[src/rtl/sle_pkg.sv]
// shared types and codes of the sequential list engine
package sle_pkg;

    // width of length, position and count fields
    localparam int LEN_BITS = 7;

    // command codes
    typedef enum logic [2:0] {
        CMD_LOAD    = 3'd0,
        CMD_RESTORE = 3'd1,
        CMD_INSERT  = 3'd2,
        CMD_DELETE  = 3'd3,
        CMD_GET     = 3'd4,
        CMD_SEARCH  = 3'd5
    } t_cmd;

    // result status codes
    typedef enum logic [1:0] {
        ST_OK       = 2'd0,
        ST_NOTFOUND = 2'd1,
        ST_FULL     = 2'd2,
        ST_BADPOS   = 2'd3
    } t_status;

    // registered outcome of the shared compare unit
    typedef struct packed {
        logic valid;
        logic hit;
    } t_match;

endpackage

[src/rtl/sle_match.sv]
// shared compare unit: registers one equality test and the word under test
module sle_match #(
    parameter int WIDTH = 32
) (
    input  logic               i_clk,
    input  logic               i_rst_n,
    input  logic               i_req,
    input  logic [WIDTH-1:0]   i_word,
    input  logic [WIDTH-1:0]   i_key,
    output sle_pkg::t_match    o_res,
    output logic [WIDTH-1:0]   o_word
);
    import sle_pkg::*;

    t_match             r_res;
    logic [WIDTH-1:0]   r_word;

    // compare stage, word carried along for the compaction write
    always_ff @(posedge i_clk) begin
        r_word <= i_word;
        if (!i_rst_n) begin
            r_res <= '0;
        end else begin
            r_res.valid <= i_req;
            r_res.hit   <= (i_word == i_key);
        end
    end

    assign o_res  = r_res;
    assign o_word = r_word;

endmodule

[config.mk]
export PLATFORM = sky130hd
export DESIGN_NAME = sle_match
export DESIGN_NICKNAME = d
export VERILOG_FILES = /design/src/rtl/sle_pkg.sv /design/src/rtl/sle_match.sv
export SDC_FILE = /design/constraint.sdc
export NUM_CORES = 1
export LEC_CHECK = 0
export CORE_ASPECT_RATIO = 1.25
export CORE_MARGIN = 10
export CORE_UTILIZATION = 50
export CTS_CLUSTER_DIAMETER = 200
export CTS_CLUSTER_SIZE = 20
export DETAILED_ROUTE_END_ITERATION = 6
export DONT_BUFFER_PORTS = 1
export MAX_ROUTING_LAYER = met4
export PLACE_DENSITY = 0.68
export SYNTH_ARGS = -nofsm -noshare
export SYNTH_HDL_FRONTEND = slang
export SYNTH_SLANG_ARGS = --single-unit
[constraint.sdc]
create_clock -name i_clk -period 0.9 [get_ports i_clk]
set_input_delay 0.18 -clock i_clk [delete_from_list [all_inputs] [get_ports i_clk]]
set_output_delay 0.18 -clock i_clk [all_outputs]
set_load 0.01 [all_outputs]
==> flow_summary.json, run 1 <==
{
  "firstDrtPassIters": 2,
  "synth_edf_count": 0,
  "synth.distinct_cells": 9,
  "startpoint_type": "flop",
  "netlist_instances": 79,
  "port_buffers": 0,
  "via_count": 736,
  "finalHoldViolations": 0,
  "hold_slack_ns": 0.05142,
  "power_density_nw_per_um2": 1760,
  "worst-path-stages": 0,
  "slew_viol_final": 0,
  "drive_above_1_share_pct": 34.43,
  "antenna_found_initial": 0,
  "syn_to_final_growth_pct": 44.90,
  "synth_area_um2": 1042,
  "dpl.cell_count": 101,
  "htreeDepth": 2,
  "track_usage_pct": 15.09,
  "setup_violations": 0,
  "yosys_warnings": 0,
  "die_h_um": 71.05,
  "drc_errors": 0,
  "postPlaceCellArea_um2": 1082,
  "power_frac_clock_pct": 27.7,
  "cts_buffers": 5,
  "start_util_pct": 52.59,
  "coreArea_um2": 1982,
  "synth-main-ff-cell": "dfxtp_1",
  "arrival_ns": 0.69,
  "final.min_clock_period_ns": 0.8725,
  "num_antenna_cells": 0,
  "cts_num_sinks": 34,
  "required_ns": 0.72,
  "period_share_pct": 96.94,
  "p_leak_nw": 0.6077,
  "synth-seq-cells": 34,
  "yosys-top-cells-area": "dfxtp_1 65%, xor2_1 26%, nor4_1 4.2%",
  "yosysMostFrequentCell": "dfxtp_1",
  "p_total_mw": 2.659,
  "design.die.area_um2": 4322,
  "ys_async_sr_fraction_pct": 0,
  "internal_power_mw": 2.068,
  "cts_max_path_buffers": 2,
  "rsz0062_at_grt": "true",
  "overflow": 0,
  "cp-startpoint": "o_word[7]$_DFF_P_",
  "sequentialPowerShare_pct": 63.1,
  "drt_iter0_markers": 9,
  "slew_headroom_pct": 79.12,
  "cp-end-kind": "primary output",
  "avgSynthCellArea_um2": 13.19,
  "synthTopCellsByCount": "34 x dfxtp_1, 31 x xor2_1, 7 x nor4_1",
  "final_nets": 189,
  "worstHoldStart": "i_word[11]",
  "grt_max_degree": 10,
  "cts_tree": "yes",
  "gp_congestion": 0.6320,
  "p_sw_mw": 0.5906,
  "design_area_um2": 1510,
  "drt_wl_total_um": 3202,
  "cap_viol_max_count": 0,
  "crit_type": "flop to primary output",
  "hold_path.class": "primary input to flop",
  "clk_pin_slew_ns": 0.09,
  "worstMarginPinSlew_ns": 0.3103,
  "vdd.ir_drop.worst_mv": 1.311,
  "vias_per_cell": 5.183,
  "clock.fmax_ghz": 1.146,
  "hold_path_depth": 3,
  "ant_nets": 0,
  "hpwlAfterDp_um": 2311,
  "post-route-util_pct": 76.20,
  "synth_top_area_share_pct": 65.31,
  "fp-row-count": 18,
  "syn_nets": 146,
  "switching_share_pct": 22.22,
  "grt_first_pass_wirelength_um": 4616,
  "outcome": "finished clean",
  "instances_no_fill": 142,
  "post-synth-top-area-cell": "dfxtp_1",
  "grt_pass1_vias": 896,
  "ios": 101,
  "yosysSeqAreaShare_pct": 65.31,
  "wl_per_cell_um": 22.55,
  "pwr-share-comb_pct": 9.2,
  "cts_root_buffer": "clkbuf_4",
  "fp.dieW_um": 60.84,
  "cp_max_fo": 1
}
==> final cells by class <==
cell class,count,area [um^2]
sequential,34,723.2
clock buffer,7,45.04
multi-input combinational,45,361.6
tap,20,25.02
fill,127,471.7
timing repair buffer,36,355.3
==> cell families after synthesis <==
kind of cell  share of synthesized area [%]
flops                                 65.31
xor+xnor                              26.89
simple gates                          7.803
==> timing repair <==
action,CTS,global route
endpoints found under the hold margin,34,0
hold buffers,34,0
resized for setup,28,6
setup buffers,0,0
endpoints found under the setup margin,28,22
gates cloned,0,0
==> layer usage <==
layer,vias up,global-route usage [%],share of wire (%)
met5,-,-,0
met4,0,7.090,2.0
met3,7,11.43,18
met2,65,24.63,52
met1,321,11.89,27
li1,343,-,-
==> stage by stage <==
| stage | setup TNS (ns) | setup WS [ns] |
|---|---|---|
| detailed placement | -0.2277 | -0.2277 |
| global route | -0.1244 | -0.01542 |
| floorplan | -0.01151 | -0.01151 |
| finish | 0 | 0.02754 |
| global placement | -0.1907 | -0.1907 |
| CTS | 0 | 0.0008272 |
==> worst paths after layout <==
check	end
setup / recovery	o_word[7]
hold / removal	o_res[0]$_SDFF_PN0_
==> power groups by stage <==
stage	sequential [mW]	clock, mW	combinational [mW]
finish	1.68	0.737	0.245
global route	1.68	0.836	0.270
CTS	1.68	0.776	0.242
detailed placement	1.70	0	0.125
global placement	1.70	0	0.122
floorplan	1.68	0	0.104
==> flip-flops by register name (all words and copies together) (netlist names) <==
signal and flops:
o_res 2, o_word 32
==> layout by cell type (no fill, tap or decap), drive strengths merged <==
cell / count
and2: 1
nor4: 7
clkbuf: 7
xnor2: 1
dfxtp: 34
dlygate4sd3: 34
nand4: 1
nand3: 2
nor3: 2
buf: 2
xor2: 31
Power figures use the tool's default switching activity.
==> run 2: changes to the inputs <==
--- a/config.mk
+++ b/config.mk
@@ -8,12 +8,13 @@
 export CORE_ASPECT_RATIO = 1.25
 export CORE_MARGIN = 10
 export CORE_UTILIZATION = 50
+export CTS_BUF_LIST = sky130_fd_sc_hd__clkbuf_4
 export CTS_CLUSTER_DIAMETER = 200
 export CTS_CLUSTER_SIZE = 20
 export DETAILED_ROUTE_END_ITERATION = 6
 export DONT_BUFFER_PORTS = 1
 export MAX_ROUTING_LAYER = met4
-export PLACE_DENSITY = 0.68
+export PLACE_DENSITY_LB_ADDON = 0.08
 export SYNTH_ARGS = -nofsm -noshare
 export SYNTH_HDL_FRONTEND = slang
 export SYNTH_SLANG_ARGS = --single-unit
==> flow_summary.json, run 2 (synthesis results as in run 1) <==
{
  "outcome": "finished clean",
  "wl_per_cell_um": 21.91,
  "worstMarginPinSlew_ns": 0.2965,
  "grt_first_pass_wirelength_um": 4650,
  "vias_per_cell": 5.234,
  "drc_errors": 0,
  "cts_max_path_buffers": 2,
  "ios": 101,
  "syn_to_final_growth_pct": 44.54,
  "fp-row-count": 18,
  "die_h_um": 71.05,
  "setup_violations": 0,
  "largest_reg_flops": 32,
  "overflow": 0,
  "worstHoldStart": "i_word[11]",
  "startpoint_type": "flop",
  "ant_nets": 0,
  "p_leak_nw": 0.6069,
  "final.min_clock_period_ns": 0.8734,
  "power_frac_clock_pct": 26.8,
  "clk_pin_slew_ns": 0.10,
  "n_fill_cell": 131,
  "min_to": "o_res[0]$_SDFF_PN0_",
  "num_antenna_cells": 0,
  "rsz0062_at_grt": "true",
  "cts_num_sinks": 34,
  "grt_max_degree": 10,
  "cp_max_fo": 1,
  "pwr-share-comb_pct": 9.3,
  "drt_wl_total_um": 3090,
  "clock.fmax_ghz": 1.145,
  "switching_share_pct": 22.15,
  "required_ns": 0.72,
  "final_cell_mix": "34 x dlygate4sd3_1, 34 x dfxtp_2, 31 x xor2_1",
  "gp_congestion": 0.6120,
  "internal_power_mw": 2.040,
  "final_nets": 189,
  "dp_slack_ns": -0.2392,
  "via_count": 738,
  "hold_slack_ns": 0.06096,
  "firstDrtPassIters": 3,
  "cp-end-kind": "primary output",
  "antenna_found_initial": 0,
  "grt_pass1_vias": 945,
  "arrival_ns": 0.69,
  "coreArea_um2": 1982,
  "period_share_pct": 97.05,
  "slew_viol_final": 0,
  "slew_headroom_pct": 80.05,
  "htreeDepth": 2,
  "cts_buffers": 5,
  "p_sw_mw": 0.5804,
  "post-route-util_pct": 76.01,
  "track_usage_pct": 14.96,
  "drive_above_1_share_pct": 34.71,
  "crit_type": "flop to primary output",
  "drt_iter0_markers": 19,
  "vdd.ir_drop.worst_mv": 1.495,
  "fp.dieW_um": 60.84,
  "cts_root_buffer": "clkbuf_4",
  "cts_tree": "yes",
  "design.die.area_um2": 4322,
  "hold_path.class": "primary input to flop",
  "power_density_nw_per_um2": 1739,
  "finalHoldViolations": 0,
  "setup_slack_ns": 0.02659,
  "start_util_pct": 52.59,
  "hold_path_depth": 3,
  "worst-path-stages": 0,
  "sequentialPowerShare_pct": 63.9,
  "cap_viol_max_count": 0,
  "port_buffers": 0,
  "cts_setup_buffers": 0
}
## run 2: cell types whose count changed in the layout (fill, tap and decap cells not counted), sizes merged
cell    delta
clkbuf     -2
clkinv     +1
## run 2: how the worst max path moves through the flow
stage | startpoint | endpoint | slack (ns)
finish | o_word[0]$_DFF_P_ | o_word[0] | 0.03
global route | o_word[4]$_DFF_P_ | o_word[4] | -0.005
CTS | o_word[24]$_DFF_P_ | o_word[24] | 0.0004
detailed placement | i_key[27] | o_res[0]$_SDFF_PN0_ | -0.24
global placement | i_key[27] | o_res[0]$_SDFF_PN0_ | -0.23
floorplan | i_key[20] | o_res[0]$_SDFF_PN0_ | -0.01
## run 2: layout make-up
class / instances / area, um^2 / share of cell area, %
clock buffers: 5 / 37.54 / 2.492
clock inverters: 1 / 3.754 / 0.2492
multi-input cells: 45 / 361.6 / 24.00
flip-flops and latches: 34 / 723.2 / 48.01
well taps: 20 / 25.02 / 1.661
repair buffers: 36 / 355.3 / 23.59
## run 2: power by group through the flow
stage,Combinational (mW),Sequential (mW),Clock [mW]
after floorplan,0.104,1.68,0
after global placement,0.122,1.70,0
after detailed placement,0.124,1.70,0
after CTS,0.241,1.67,0.733
after global routing,0.273,1.68,0.792
final,0.243,1.67,0.703
## run 2: metal layers
layer | track usage [%] | wire (um)
met1 | 12.12 | 864
met2 | 24.18 | 1551
met3 | 12.50 | 627
met4 | 5.134 | 46
met5 | - | 0
## run 2: through the flow
| stage | std cells | instance area (um^2) | power [mW] | TNS [ns] |
|---|---|---|---|---|
| detailed placement | 101 | 1082 | 1.821 | -0.2392 |
| global placement | 101 | 1082 | 1.819 | -0.2306 |
| floorplan | 79 | 1042 | 1.784 | -0.01151 |
| CTS | 141 | 1493 | 2.647 | 0 |
| global route | 141 | 1506 | 2.749 | -0.01972 |
| finish | 141 | 1506 | 2.620 | 0 |
## run 2: repair_timing
action                                  in CTS  in global routing
resized for setup                           23                 11
hold buffers                                34                  0
endpoints found under the setup margin      23                 20
endpoints found under the hold margin       34                  0
==> run 3: changes to the inputs <==
==> constraint.sdc (replaced) <==
create_clock -name i_clk -period 0.9 [get_ports i_clk]
set_input_delay 0.135 -clock i_clk [delete_from_list [all_inputs] [get_ports i_clk]]
set_output_delay 0.135 -clock i_clk [all_outputs]
set_load 0.01 [all_outputs]
==> flow_summary.json, run 3 (synthesis results as in run 1) <==
{
  "vias_per_cell": 5.223,
  "setup_tns_ns": 0,
  "grt_first_pass_wirelength_um": 4471,
  "cts_tree": "yes",
  "drt_iter0_markers": 9,
  "ant_nets": 0,
  "power_density_nw_per_um2": 1789,
  "post-route-util_pct": 73.11,
  "grtUsageMet2_pct": 25.54,
  "clk_pin_slew_ns": 0.09,
  "die_h_um": 71.05,
  "finalHoldViolations": 0,
  "design.die.area_um2": 4322,
  "num_antenna_cells": 0,
  "hold_slack_ns": 0.01931,
  "drc_errors": 0,
  "firstDrtPassIters": 4,
  "startpoint_type": "flop",
  "grtUsageMet3_pct": 8.393,
  "fp-row-count": 18,
  "period_share_pct": 95.28,
  "hpwlAfterDp_um": 2272,
  "wl_per_cell_um": 21.61,
  "gp_congestion": 0.6337,
  "cp_max_fo": 1,
  "n_fill_cell": 143,
  "hold_path.class": "primary input to flop",
  "cts_max_path_buffers": 2,
  "coreArea_um2": 1982,
  "final_nets": 187,
  "ios": 101,
  "overflow": 0,
  "grt_pass1_vias": 891,
  "p_leak_nw": 0.5952,
  "cts_setup_buffers": 0,
  "cap_viol_max_count": 0,
  "rsz0062_at_grt": "false",
  "slew_headroom_pct": 78.13,
  "antenna_found_initial": 0,
  "slew_viol_final": 0,
  "via_count": 726,
  "cts_buffers": 5,
  "top_usage_layer": "met2",
  "grt_max_degree": 10,
  "track_usage_pct": 14.68,
  "required_ns": 0.76,
  "port_buffers": 0,
  "vdd.ir_drop.worst_mv": 1.234,
  "drive_above_1_share_pct": 5.042,
  "htreeDepth": 2,
  "cts_root_buffer": "clkbuf_4",
  "fp.dieW_um": 60.84,
  "worstMarginPinSlew_ns": 0.3250,
  "grt_use_met1_pct": 11.51,
  "syn_to_final_growth_pct": 39.02,
  "largest_reg_flops": 32,
  "crit_type": "flop to primary output",
  "setup_violations": 0,
  "final_cell_mix": "34 x dlygate4sd3_1, 34 x dfxtp_1, 31 x xor2_1",
  "clock.fmax_ghz": 1.166,
  "cts_num_sinks": 34,
  "final.min_clock_period_ns": 0.8575,
  "cp-end-kind": "primary output",
  "drt_wl_total_um": 3004,
  "outcome": "finished clean",
  "start_util_pct": 52.59,
  "arrival_ns": 0.72
}
[run 3: changes by cell type in the layout (fill, tap and decap cells not counted), sizes merged]
cell	change
buf	-2
[run 3: repair_timing]
action                                 4_1_cts  5_1_grt
resized for setup                            0        0
hold buffers                                34        0
endpoints found under the hold margin       34        0
[run 3: cell type report]
class                      instances  area [um^2]  area share, %
sequential                        34        680.7          46.98
multi-input combinational         45        361.6          24.96
timing repair buffer              34        340.3          23.49
clock buffer                       5        37.54          2.591
tap                               20        25.02          1.727
clock inverter                     1        3.754         0.2591
[run 3: power by group]
part	internal, mW	switching, mW	total [mW]
Clock	0.266	0.432	0.698
Sequential	1.58	0.0756	1.66
Combinational	0.169	0.0668	0.235
Total	2.02	0.574	2.59
[run 3: path summary, 6_finish.rpt]
| kind | startpoint | to | slack, ns | cells past startpoint |
|---|---|---|---|---|
| worst min-delay path | i_word[11] | o_res[0]$_SDFF_PN0_ | 0.02 | 3 |
| worst max-delay path | o_word[10]$_DFF_P_ | o_word[10] | 0.04 | 0 |
[run 3: routing by layer]
metal / wire length (um) / vias up / part of all wire, %
met4: 61 / 0 / 2.0
met5: 0 / - / 0
met2: 1642 / 56 / 55
met1: 823 / 322 / 27
met3: 477 / 8 / 16
li1: - / 340 / -
[run 3: through the flow]
| step | cells | setup WS (ns) | total power, mW | instance area (um^2) |
|---|---|---|---|---|
| 3_3_place_gp | 99 | -0.1527 | 1.814 | 1067 |
| 2_1_floorplan | 79 | 0.01118 | 1.784 | 1042 |
| 3_5_place_dp | 99 | -0.1518 | 1.817 | 1067 |
| 5_1_grt | 139 | 0.007061 | 2.715 | 1449 |
| 6_report | 139 | 0.04249 | 2.592 | 1449 |
| 4_1_cts | 139 | 0.02374 | 2.633 | 1449 |
